<file path="config.mk">
export PLATFORM = sky130hd
export DESIGN_NAME = midpoint_line_rasterizer_core
export DESIGN_NICKNAME = d
export VERILOG_FILES = /design/src/rtl/core/mlr_pkg.sv /design/src/rtl/core/mlr_walker.sv /design/src/rtl/core/midpoint_line_rasterizer_core.sv
export SDC_FILE = /design/constraint.sdc
export NUM_CORES = 1
export LEC_CHECK = 0
export ABC_AREA = 1
export BUFFER_PORTS_ARGS = -buffer_cell sky130_fd_sc_hd__clkbuf_2
export CORE_AREA = 2 2 151 211
export CTS_CLUSTER_DIAMETER = 100
export DETAILED_ROUTE_END_ITERATION = 16
export DIE_AREA = 0 0 153 213
export HOLD_SLACK_MARGIN = 0.15
export PLACE_DENSITY = 0.83
export SLEW_MARGIN = 40
export SYNTH_ARGS = -nofsm -noshare
export SYNTH_HDL_FRONTEND = slang
export SYNTH_SLANG_ARGS = --single-unit
</file>
<file path="constraint.sdc">
create_clock -name clk -period 12.2 [get_ports clk]
set_input_delay 0.61 -clock clk [delete_from_list [all_inputs] [get_ports clk]]
set_output_delay 0.61 -clock clk [all_outputs]
set_load 0.05 [all_outputs]
</file>
<file path="src/rtl/core/mlr_pkg.sv">
// Shared types and constants for the midpoint line rasterizer core.
// No dependencies; used by the walker, the top level and the checker.
package mlr_pkg;

  localparam int COORD_BITS = 12;
  localparam int COLOR_BITS = 24;
  // Delta between two points, and the scaled decision variable.
  localparam int DLT_BITS   = COORD_BITS + 1;
  localparam int DEC_BITS   = COORD_BITS + 4;

  localparam logic [COLOR_BITS-1:0] PEN_COLOR_RST = '1;

  localparam logic [1:0] KIND_MOVE = 2'd0;
  localparam logic [1:0] KIND_LINE = 2'd1;
  localparam logic [1:0] KIND_STEP = 2'd2;

  localparam logic [1:0] SLOPE_SHALLOW_UP = 2'd0;
  localparam logic [1:0] SLOPE_SHALLOW_DN = 2'd1;
  localparam logic [1:0] SLOPE_STEEP_UP   = 2'd2;
  localparam logic [1:0] SLOPE_STEEP_DN   = 2'd3;

  typedef struct packed {
    logic [1:0]                   kind;
    logic signed [COORD_BITS-1:0] point_x;
    logic signed [COORD_BITS-1:0] point_y;
  } mlr_in_t;

  typedef struct packed {
    logic                         pixel_valid;
    logic signed [COORD_BITS-1:0] pixel_x;
    logic signed [COORD_BITS-1:0] pixel_y;
    logic [COLOR_BITS-1:0]        pixel_color;
    logic                         last_pixel;
    logic                         busy_reject;
  } mlr_out_t;

endpackage

</file>
<file path="src/rtl/core/mlr_walker.sv">
// Line state and per-transaction datapath: move, line setup and pixel step.
// Depends on mlr_pkg; the result is combinational, state updates on fire.
module mlr_walker (
  input  logic                           clk,
  input  logic                           rst_n,
  input  logic                           fire,
  input  mlr_pkg::mlr_in_t               item,
  input  logic [mlr_pkg::COLOR_BITS-1:0] pen_color,
  output mlr_pkg::mlr_out_t              result
);

  localparam int CB = mlr_pkg::COORD_BITS;
  localparam int DB = mlr_pkg::DLT_BITS;
  localparam int EB = mlr_pkg::DEC_BITS;

  logic signed [CB-1:0] cur_x_r, cur_x_nxt, cur_y_r, cur_y_nxt;
  logic signed [CB-1:0] walk_x_r, walk_x_nxt, walk_y_r, walk_y_nxt;
  logic signed [CB-1:0] stop_major_r, stop_major_nxt;
  logic signed [EB-1:0] decision_r, decision_nxt;
  logic signed [EB-1:0] inc_take_r, inc_take_nxt, inc_keep_r, inc_keep_nxt;
  logic [1:0]           slope_class_r, slope_class_nxt;
  logic                 line_active_r, line_active_nxt;

  // Step datapath
  logic                 take;
  logic signed [CB-1:0] step_x, step_y;
  logic                 step_done;
  logic signed [EB-1:0] step_dec;

  always_comb begin
    take      = 1'b0;
    step_x    = walk_x_r;
    step_y    = walk_y_r;
    step_done = 1'b0;
    unique case (slope_class_r)
      mlr_pkg::SLOPE_SHALLOW_UP: begin
        take      = decision_r < 0;
        step_y    = take ? walk_y_r + CB'(1) : walk_y_r;
        step_x    = walk_x_r + CB'(1);
        step_done = step_x >= stop_major_r;
      end
      mlr_pkg::SLOPE_SHALLOW_DN: begin
        take      = decision_r > 0;
        step_y    = take ? walk_y_r - CB'(1) : walk_y_r;
        step_x    = walk_x_r + CB'(1);
        step_done = step_x >= stop_major_r;
      end
      mlr_pkg::SLOPE_STEEP_UP: begin
        take      = decision_r >= 0;
        step_x    = take ? walk_x_r + CB'(1) : walk_x_r;
        step_y    = walk_y_r + CB'(1);
        step_done = step_y >= stop_major_r;
      end
      mlr_pkg::SLOPE_STEEP_DN: begin
        take      = decision_r < 0;
        step_x    = take ? walk_x_r + CB'(1) : walk_x_r;
        step_y    = walk_y_r - CB'(1);
        step_done = step_y <= stop_major_r;
      end
      default: ;
    endcase
    step_dec = decision_r + (take ? inc_take_r : inc_keep_r);
  end

  // Line setup datapath
  logic signed [DB-1:0] dx0, dy0;
  logic [DB-1:0]        adx, ady;
  logic                 zero_len, steep, swap;
  logic [1:0]           cls;
  logic signed [EB-1:0] dxe, dye, dx, dy;
  logic signed [EB-1:0] dec0, take0, keep0;
  logic signed [CB-1:0] start_x, start_y, stop0;

  assign dx0      = DB'(item.point_x) - DB'(cur_x_r);
  assign dy0      = DB'(item.point_y) - DB'(cur_y_r);
  assign adx      = dx0 < 0 ? DB'(-dx0) : DB'(dx0);
  assign ady      = dy0 < 0 ? DB'(-dy0) : DB'(dy0);
  assign zero_len = (dx0 == '0) && (dy0 == '0);
  assign steep    = ady > adx;

  always_comb begin
    if (dx0 == '0) begin
      cls = mlr_pkg::SLOPE_STEEP_UP;
    end else if (dy0 == '0 || ((dx0 > 0) == (dy0 > 0))) begin
      cls = steep ? mlr_pkg::SLOPE_STEEP_UP : mlr_pkg::SLOPE_SHALLOW_UP;
    end else begin
      cls = steep ? mlr_pkg::SLOPE_STEEP_DN : mlr_pkg::SLOPE_SHALLOW_DN;
    end

    swap = 1'b0;
    unique case (cls) inside
      mlr_pkg::SLOPE_SHALLOW_UP, mlr_pkg::SLOPE_SHALLOW_DN: swap = dx0 < 0;
      mlr_pkg::SLOPE_STEEP_UP:                              swap = dy0 < 0;
      mlr_pkg::SLOPE_STEEP_DN:                              swap = dy0 > 0;
      default: ;
    endcase

    dxe     = EB'(dx0);
    dye     = EB'(dy0);
    dx      = swap ? -dxe : dxe;
    dy      = swap ? -dye : dye;
    start_x = swap ? item.point_x : cur_x_r;
    start_y = swap ? item.point_y : cur_y_r;

    dec0  = '0;
    take0 = '0;
    keep0 = '0;
    stop0 = '0;
    unique case (cls)
      mlr_pkg::SLOPE_SHALLOW_UP: begin
        dec0  = dx - dy - dy;
        take0 = dx + dx - dy - dy;
        keep0 = -(dy + dy);
        stop0 = swap ? cur_x_r : item.point_x;
      end
      mlr_pkg::SLOPE_SHALLOW_DN: begin
        dec0  = -dx - dy - dy;
        take0 = -(dx + dx + dy + dy);
        keep0 = -(dy + dy);
        stop0 = swap ? cur_x_r : item.point_x;
      end
      mlr_pkg::SLOPE_STEEP_UP: begin
        dec0  = dx + dx - dy;
        take0 = dx + dx - dy - dy;
        keep0 = dx + dx;
        stop0 = swap ? cur_y_r : item.point_y;
      end
      mlr_pkg::SLOPE_STEEP_DN: begin
        dec0  = -(dx + dx) - dy;
        take0 = -(dx + dx + dy + dy);
        keep0 = -(dx + dx);
        stop0 = swap ? cur_y_r : item.point_y;
      end
      default: ;
    endcase
  end

  // Transaction decode
  always_comb begin
    result          = '0;
    cur_x_nxt       = cur_x_r;
    cur_y_nxt       = cur_y_r;
    walk_x_nxt      = walk_x_r;
    walk_y_nxt      = walk_y_r;
    stop_major_nxt  = stop_major_r;
    decision_nxt    = decision_r;
    inc_take_nxt    = inc_take_r;
    inc_keep_nxt    = inc_keep_r;
    slope_class_nxt = slope_class_r;
    line_active_nxt = line_active_r;
    case (item.kind) inside
      mlr_pkg::KIND_STEP: begin
        if (line_active_r) begin
          result.pixel_valid = 1'b1;
          result.pixel_x     = walk_x_r;
          result.pixel_y     = walk_y_r;
          result.pixel_color = pen_color;
          walk_x_nxt         = step_x;
          walk_y_nxt         = step_y;
          decision_nxt       = step_dec;
          if (step_done) begin
            result.last_pixel = 1'b1;
            line_active_nxt   = 1'b0;
          end
        end
      end
      mlr_pkg::KIND_MOVE, mlr_pkg::KIND_LINE: begin
        if (line_active_r) begin
          // drop the transaction, flag it
          result.busy_reject = 1'b1;
        end else begin
          cur_x_nxt = item.point_x;
          cur_y_nxt = item.point_y;
          if (item.kind == mlr_pkg::KIND_LINE && !zero_len) begin
            walk_x_nxt      = start_x;
            walk_y_nxt      = start_y;
            stop_major_nxt  = stop0;
            decision_nxt    = dec0;
            inc_take_nxt    = take0;
            inc_keep_nxt    = keep0;
            slope_class_nxt = cls;
            line_active_nxt = 1'b1;
          end
        end
      end
      default: ;
    endcase
  end

  always_ff @(posedge clk) begin
    if (!rst_n) begin
      cur_x_r       <= '0;
      cur_y_r       <= '0;
      walk_x_r      <= '0;
      walk_y_r      <= '0;
      stop_major_r  <= '0;
      decision_r    <= '0;
      inc_take_r    <= '0;
      inc_keep_r    <= '0;
      slope_class_r <= mlr_pkg::SLOPE_SHALLOW_UP;
      line_active_r <= 1'b0;
    end else if (fire) begin
      cur_x_r       <= cur_x_nxt;
      cur_y_r       <= cur_y_nxt;
      walk_x_r      <= walk_x_nxt;
      walk_y_r      <= walk_y_nxt;
      stop_major_r  <= stop_major_nxt;
      decision_r    <= decision_nxt;
      inc_take_r    <= inc_take_nxt;
      inc_keep_r    <= inc_keep_nxt;
      slope_class_r <= slope_class_nxt;
      line_active_r <= line_active_nxt;
    end
  end

endmodule

</file>
<file path="src/rtl/core/midpoint_line_rasterizer_core.sv">
// Top level of the midpoint line rasterizer: handshakes, pen color, result register.
// Depends on mlr_pkg and mlr_walker.
//
// Usage:
//   Input channel (in_valid/in_ready/in_data) carries move, line and step
//   transactions. A move sets the current point; a line walks between it and
//   the given point, which becomes current; each step of a walk returns one
//   pixel, with last_pixel set on the final one; a move or line during a walk
//   only flags busy_reject. Every input transaction yields exactly one result
//   transaction on out_valid/out_ready/out_data. cfg_we/cfg_wdata write the
//   pen color; write it only while no transaction is in flight.
// Timing:
//   An accepted transaction lands in the input register; the walker takes it when
//   the result register is free or draining; its result is registered to out_data.
//   One transaction per cycle while out_ready is high; the step is a single add
//   and compare on the decision variable, the line setup a short subtract chain.
// Reset (rst_n low, synchronous): both registers empty, walk idle, current
//   point at the origin, pen color white.
// Stall: while out_ready is low the result holds; one more transaction may be
//   taken into the input register, then in_ready drops.
module midpoint_line_rasterizer_core (
  input  logic                           clk,
  input  logic                           rst_n,
  input  logic                           in_valid,
  output logic                           in_ready,
  input  mlr_pkg::mlr_in_t               in_data,
  output logic                           out_valid,
  input  logic                           out_ready,
  output mlr_pkg::mlr_out_t              out_data,
  input  logic                           cfg_we,
  input  logic [mlr_pkg::COLOR_BITS-1:0] cfg_wdata
);

  logic                           in_valid_r;
  mlr_pkg::mlr_in_t               in_data_r;
  logic                           out_valid_r;
  mlr_pkg::mlr_out_t              out_data_r;
  logic [mlr_pkg::COLOR_BITS-1:0] pen_color_r;
  mlr_pkg::mlr_out_t              result;
  logic                           fire;

  // process the held transaction when the result slot is free or draining
  assign fire     = in_valid_r && (!out_valid_r || out_ready);
  assign in_ready = !in_valid_r || fire;

  mlr_walker u_walker (
    .clk       (clk),
    .rst_n     (rst_n),
    .fire      (fire),
    .item      (in_data_r),
    .pen_color (pen_color_r),
    .result    (result)
  );

  always_ff @(posedge clk) begin
    if (!rst_n) begin
      in_valid_r  <= 1'b0;
      out_valid_r <= 1'b0;
      pen_color_r <= mlr_pkg::PEN_COLOR_RST;
    end else begin
      if (in_ready) begin
        in_valid_r <= in_valid;
      end
      if (fire) begin
        out_valid_r <= 1'b1;
      end else if (out_ready) begin
        out_valid_r <= 1'b0;
      end
      if (cfg_we) begin
        pen_color_r <= cfg_wdata;
      end
    end
  end

  always_ff @(posedge clk) begin
    if (in_ready && in_valid) begin
      in_data_r <= in_data;
    end
    if (fire) begin
      out_data_r <= result;
    end
  end

  assign out_valid = out_valid_r;
  assign out_data  = out_data_r;

endmodule

</file>
==> results_dict.tcl, run 1 <==
set metrics [dict create \
    route.detailed.drc 0 \
    yosysTopAreaCell "dfxtp_1" \
    cp_max_fo 75 \
    async_flop_share_pct 0 \
    crit_path_end_kind "flip-flop" \
    post_drt_wl_per_cell_um 22.4 \
    first_pass_iters 9 \
    drive_gt1_share_pct 10.1 \
    crit_arrival_ps 10190 \
    final_nets 3235 \
    gp_congestion 1.04 \
    fp.dieH_um 213 \
    start_kind "flip-flop" \
    syn_area_per_cell_um2 6.73 \
    ctsHoldBuffers 0 \
    path_clk_slew_ps 70 \
    grt_pass1_wl_um 114000 \
    fin_crit_ps 9720 \
    leakagePower_nw 10.6 \
    finalHoldViolCount 0 \
    worstMarginPinSlew_ps 856 \
    peakVddDrop_v 0.000293 \
    syn_nets 3176 \
    area_delta_synth_final_pct 7.45 \
    critPathLaunch "in_data_r[0]" \
    critical_path_class "flip-flop to flip-flop" \
    whs_path_depth 1 \
    cts_root_buffer "clkbuf_16" \
    syn_inst 2925 \
    dieWidth_um 153 \
    reg2reg_depth 55 \
    drt_iter0_markers 2215 \
    power.density_nw_per_um2 327 \
    coreArea_um2 30700 \
    synth_area_leaders "dfxtp_1 (14%), nand2_1 (13%), ha_1 (12%)" \
    rsz0062_at_grt "no" \
    syn_area_um2 19700 \
    cpMostUsedCell "nand2_1" \
    required_ps 12670 \
    placed_cells 3351 \
    final_cell_mix "nand2_1 (663), inv_1 (429), a21oi_1 (251)" \
    synth_edf_count 77 \
    final_common_cell "nand2_1" \
    skew_ps 12.9 \
    synthFlopType "dfxtp_1" \
    setup_violations 0 \
    hold_start "in_data[21]" \
    cts_tree "built" \
    fmaxAchievable_ghz 0.103 \
    hp-class "primary input to flip-flop" \
    rr_startpoint "in_data_r[0]" \
    grt-ovfl-total 0 \
    fp.dieArea_um2 32600 \
    numPortBuffers 107 \
    ys_types 63 \
    ys_warn_count 0 \
    rows 76 \
    cp_slowest_cell "o21ai_0" \
    synth-seq-cells 212 \
    post_cts_buffers 0 \
    vias 21606 \
    cts.sinks 212 \
    grt_max_degree 83 \
    grt_pass1_vias 20899 \
    relSlewSlack_pct 42.9 \
    yosysTopAreaCellShare_pct 13.7 \
    cts_resized 0 \
    drt-vias-per-instance 6.37 \
    antenna_found_initial 1 \
    drv_slew 0 \
    cts_htree_levels 1 \
    tns_ps 0 \
    maxCapViolCount 0 \
    antenna_left 0 \
    stdcell_count 3391 \
    dp_hpwl_um 56700 \
    clk_path_buf_depth 3 \
    totalWireLength_um 76000 \
    synth.yosys.seq_area_share_pct 25.5 \
    crit_path_max_incr_delay_ps 530 \
    status "complete, no violations" \
    period_share_pct 79.7 \
    start_util_pct 64.1 \
    insertion_delay_ps 540 \
    numCtsBuffers 21 \
    io_pins 108 \
    grt_usage_pct 45.4 \
]
-- report_power, final --
part / total, mW / internal (mW) / leakage, nW / switching [mW]
combinational: 5.44 / 1.63 / 8.43 / 3.81
sequential: 0.803 / 0.770 / 1.87 / 0.0332
clock: 0.671 / 0.360 / 0.345 / 0.311
total: 6.92 / 2.76 / 10.6 / 4.15
-- worst max-delay path: cells and delay by family, from the launching register on --
kind / cells / cell delay, ps
buf+inv: 7 / 1050
flops: 1 / 400
simple gates: 30 / 4280
xor+xnor: 1 / 130
fa+ha+maj: 6 / 1820
compound gates: 11 / 2000
-- worst paths after layout --
| check | end | slack, ps |
|---|---|---|
| worst max-delay path | u_walker.decision_r[15] | 2480 |
| worst min-delay path | in_data_r[21] | 250 |
| worst max register to register | u_walker.decision_r[15] | 2480 |
| worst min register to register | u_walker.inc_keep_r[1] | 460 |
-- layer usage --
layer / GRT usage (%) / routed length (um) / share of wire [%]
met5: 0 / 0 / 0
met4: 46.5 / 9500 / 12
met3: 7.25 / 6350 / 8.3
met2: 79.2 / 36000 / 47
met1: 44.7 / 24200 / 32
-- cell families after synthesis --
kind of cell	Yosys count	synth area share, %
xor gates and xnor gates	79	3.63
AOI/OAI and AO/OA	649	19.1
buffers and inverters	551	10.9
adders and majority gates	196	12.7
muxes	13	0.738
and+or+nand+nor	1224	27.4
DFF	212	25.5
other	1	0.0191
-- sequential cells by signal, summed over array words and instances, names as in the netlist --
| signal | cells |
|---|---|
| u_walker.walk_y_r | 12 |
| out_valid | 1 |
| u_walker.walk_x_r | 12 |
| u_walker.inc_take_r | 15 |
| in_valid_r | 1 |
| u_walker.stop_major_r | 12 |
| u_walker.decision_r | 16 |
| u_walker.line_active_r | 1 |
| u_walker.slope_class_r | 2 |
| pen_color_r | 24 |
| u_walker.cur_y_r | 12 |
| in_data_r | 26 |
| u_walker.cur_x_r | 12 |
| out_data | 51 |
| u_walker.inc_keep_r | 15 |
-- synth_stat cells (13+ instances only) --
| cell type | number |
|---|---|
| xor2_1 | 60 |
| nand3b_1 | 16 |
| inv_2 | 25 |
| a31oi_1 | 21 |
| o21ai_0 | 214 |
| nor3_1 | 22 |
| dfxtp_1 | 135 |
| nand4_1 | 41 |
| nor2_2 | 14 |
| nand2_1 | 663 |
| xnor2_1 | 16 |
| edfxtp_1 | 77 |
| a21oi_1 | 251 |
| nor2_1 | 202 |
| clkbuf_1 | 67 |
| a221oi_1 | 20 |
| o21bai_1 | 13 |
| o211ai_1 | 46 |
| o21ai_1 | 17 |
| ha_1 | 190 |
| nand2_2 | 23 |
| inv_1 | 431 |
| nand3_1 | 189 |
-- area by class of cell --
| class | instances | area (um2) |
|---|---|---|
| Sequential cell | 212 | 5010 |
| Fill cell | 2566 | 9570 |
| Multi-Input combinational cell | 2162 | 12500 |
| Timing Repair Buffer | 126 | 682 |
| Clock buffer | 25 | 571 |
| Antenna cell | 2 | 5.00 |
| Tap cell | 390 | 488 |
| Clock inverter | 13 | 109 |
| Inverter | 461 | 1730 |
-- metrics by stage --
stage	worst slack [ps]	power [mW]	hold WS, ps	area (um2)	util [%]
after global routing	1690	7.38	249	21100	68.8
after detailed placement	2720	5.96	448	20500	66.6
after CTS	2650	6.66	240	21100	68.8
final	2480	6.92	247	21100	68.8
after floorplan	4700	4.47	429	19700	-
after global placement	3050	5.88	437	20400	66.6
Note: power is estimated with default switching activity, not from simulation.
==> run 2: changes to the inputs <==
--- a/config.mk
+++ b/config.mk
@@ -7,12 +7,12 @@
 export LEC_CHECK = 0
 export ABC_AREA = 1
 export BUFFER_PORTS_ARGS = -buffer_cell sky130_fd_sc_hd__clkbuf_2
-export CORE_AREA = 2 2 151 211
+export CORE_AREA = 2 2 161 225
 export CTS_CLUSTER_DIAMETER = 100
 export DETAILED_ROUTE_END_ITERATION = 16
-export DIE_AREA = 0 0 153 213
+export DIE_AREA = 0 0 163 227
 export HOLD_SLACK_MARGIN = 0.15
-export PLACE_DENSITY = 0.83
+export PLACE_DENSITY = 0.77
 export SLEW_MARGIN = 40
 export SYNTH_ARGS = -nofsm -noshare
 export SYNTH_HDL_FRONTEND = slang
==> constraint.sdc (replaced) <==
create_clock -name clk -period 8.69 [get_ports clk]
set_input_delay 0.4345 -clock clk [delete_from_list [all_inputs] [get_ports clk]]
set_output_delay 0.4345 -clock clk [all_outputs]
set_load 0.05 [all_outputs]
==> results_dict.tcl, run 2 (synthesis gave the netlist of run 1 again) <==
set metrics [dict create \
    post_dp_cell_area_um2 20800 \
    insertion_delay_ps 540 \
    netSwitchingPower_mw 5.93 \
    cts_htree_levels 1 \
    io_pins 108 \
    start_kind "flip-flop" \
    gp_congestion 1.08 \
    fin_crit_ps 8150 \
    route.detailed.drc 0 \
    postLayoutCellArea_um2 22000 \
    finalHoldViolCount 0 \
    crit_path_max_incr_delay_ps 420 \
    antenna_cells 0 \
    grt-ovfl-total 0 \
    rows 81 \
    cp_max_fo 14 \
    clk_path_buf_depth 3 \
    cpMostUsedCell "nand2_1" \
    fp.dieH_um 227 \
    power.density_nw_per_um2 455 \
    final_cell_mix "nand2_1 (663), inv_1 (427), a21oi_1 (250)" \
    utilization_pct 63.1 \
    hp-class "primary input to flip-flop" \
    hold_end "pen_color_r[2]" \
    drt-vias-per-instance 6.07 \
    path_clk_slew_ps 70 \
    final_nets 3325 \
    post_drt_wl_per_cell_um 22.2 \
    hold_start "cfg_wdata[2]" \
    fp.dieArea_um2 37000 \
    grt_usage_pct 42.0 \
    power_switching_share_pct 59.2 \
    crit_arrival_ps 8620 \
    r2r-end "u_walker.decision_r[14]" \
    antenna_found_initial 0 \
    start_util_pct 56.3 \
    tns_ps 0 \
    vias 21515 \
    relSlewSlack_pct 40.7 \
    timing.hold.ws_ps 167 \
    whs_path_depth 3 \
    grt_max_degree 111 \
    critical_path_class "flip-flop to flip-flop" \
    maxCapViolCount 0 \
    crit_path_end_kind "flip-flop" \
    cts_root_buffer "clkbuf_16" \
    cts.sinks 212 \
    fmaxAchievable_ghz 0.123 \
    antenna_left 0 \
    dieWidth_um 163 \
    reg2reg_depth 44 \
    cts_tree "built" \
    leakagePower_nw 11.0 \
    drive_gt1_share_pct 11.2 \
    totalWireLength_um 78700 \
    timing.reg2reg.setup_slack_ps 540 \
    placed_cells 3455 \
    numCtsBuffers 21 \
    combPwrFrac_pct 79.4 \
    drt_iter0_markers 2288 \
    sequentialPowerShare_pct 11.2 \
    first_pass_iters 6 \
    drv_slew 0 \
    skew_ps 29.2 \
    area_delta_synth_final_pct 12.1 \
    peakVddDrop_v 0.000368 \
    rr_startpoint "in_data_r[0]" \
    place_ws_ps 100 \
    p_int_mw 4.09 \
    stdcell_count 3545 \
    rsz0062_at_grt "no" \
    p_clk_share_pct 9.3 \
    period_share_pct 93.8 \
    status "complete, no violations" \
    cp_slowest_cell "ha_1" \
    required_ps 9160 \
    setup_violations 0 \
    worstMarginPinSlew_ps 890 \
    finalWorstSetupSlack_ps 539 \
    grt_pass1_wl_um 118000 \
    total_power_mw 10.0 \
    coreArea_um2 35000 \
    final_common_cell "nand2_1" \
    dp_hpwl_um 60100 \
    numPortBuffers 107 \
    largest_reg_flops 51 \
    grt_pass1_vias 21027 \
]
[run 2: cell types whose count changed in the layout (fill, tap and decap cells not counted), sizes merged]
cell,before,now
bufinv,1,2
dlygate4sd3,0,48
diode,2,0
buf,20,62
clkinv,13,12
clkinvlp,0,1
inv,460,459
[run 2: worst max path at each step]
stage | from | to | slack, ps
floorplan | in_data_r[12] | u_walker.decision_r[15] | 1190
global placement | in_data_r[0] | u_walker.decision_r[13] | 320
detailed placement | in_data_r[0] | u_walker.decision_r[15] | 100
CTS | in_data_r[0] | u_walker.decision_r[15] | 50
global route | in_data_r[0] | u_walker.decision_r[15] | 30
finish | in_data_r[0] | u_walker.decision_r[14] | 540
[run 2: cell type report]
cell class                 count  area (um2)
clock buffer                  25         541
multi-input combinational   2162       12600
fill                        3138       12900
clock inverter                13         130
timing repair buffer         216        1480
sequential                   212        5010
tap                          456         571
inverter                     461        1730
[run 2: power by group through the flow]
stage	clock network, mW	registers (mW)	logic (mW)
3_3_place_gp	0	1.14	7.57
5_1_grt	0.972	1.13	8.61
6_report	0.937	1.13	7.96
2_1_floorplan	0	1.16	5.11
4_1_cts	0.926	1.12	7.68
3_5_place_dp	0	1.14	7.62
[run 2: worst max-delay path: cells and delay by family (launching register included)]
| kind | cells | cell delay, ps |
|---|---|---|
| AOI/OAI and AO/OA | 7 | 1590 |
| DFF | 1 | 400 |
| xor gates and xnor gates | 1 | 300 |
| adders and majority gates | 4 | 1250 |
| buffers and inverters | 9 | 1370 |
| and+or+nand+nor | 23 | 3200 |
[run 2: per-layer routing]
metal  global-route usage (%)  up-vias  share of wire, %  wire, um
met3                     6.45      432               7.3      5740
li1                         -    10036                 -         -
met4                     40.3        0                12      9100
met1                     41.9     9834                33     25800
met2                     73.9     1213                48     38000
met5                        0        -                 0         0
[run 2: repair_timing]
item | 4_1_cts | 5_1_grt
hold endpoints to repair | 48 | 0
buffers inserted | 0 | 4
resized for setup | 0 | 11
setup endpoints to repair | 0 | 20
hold buffers | 48 | 0
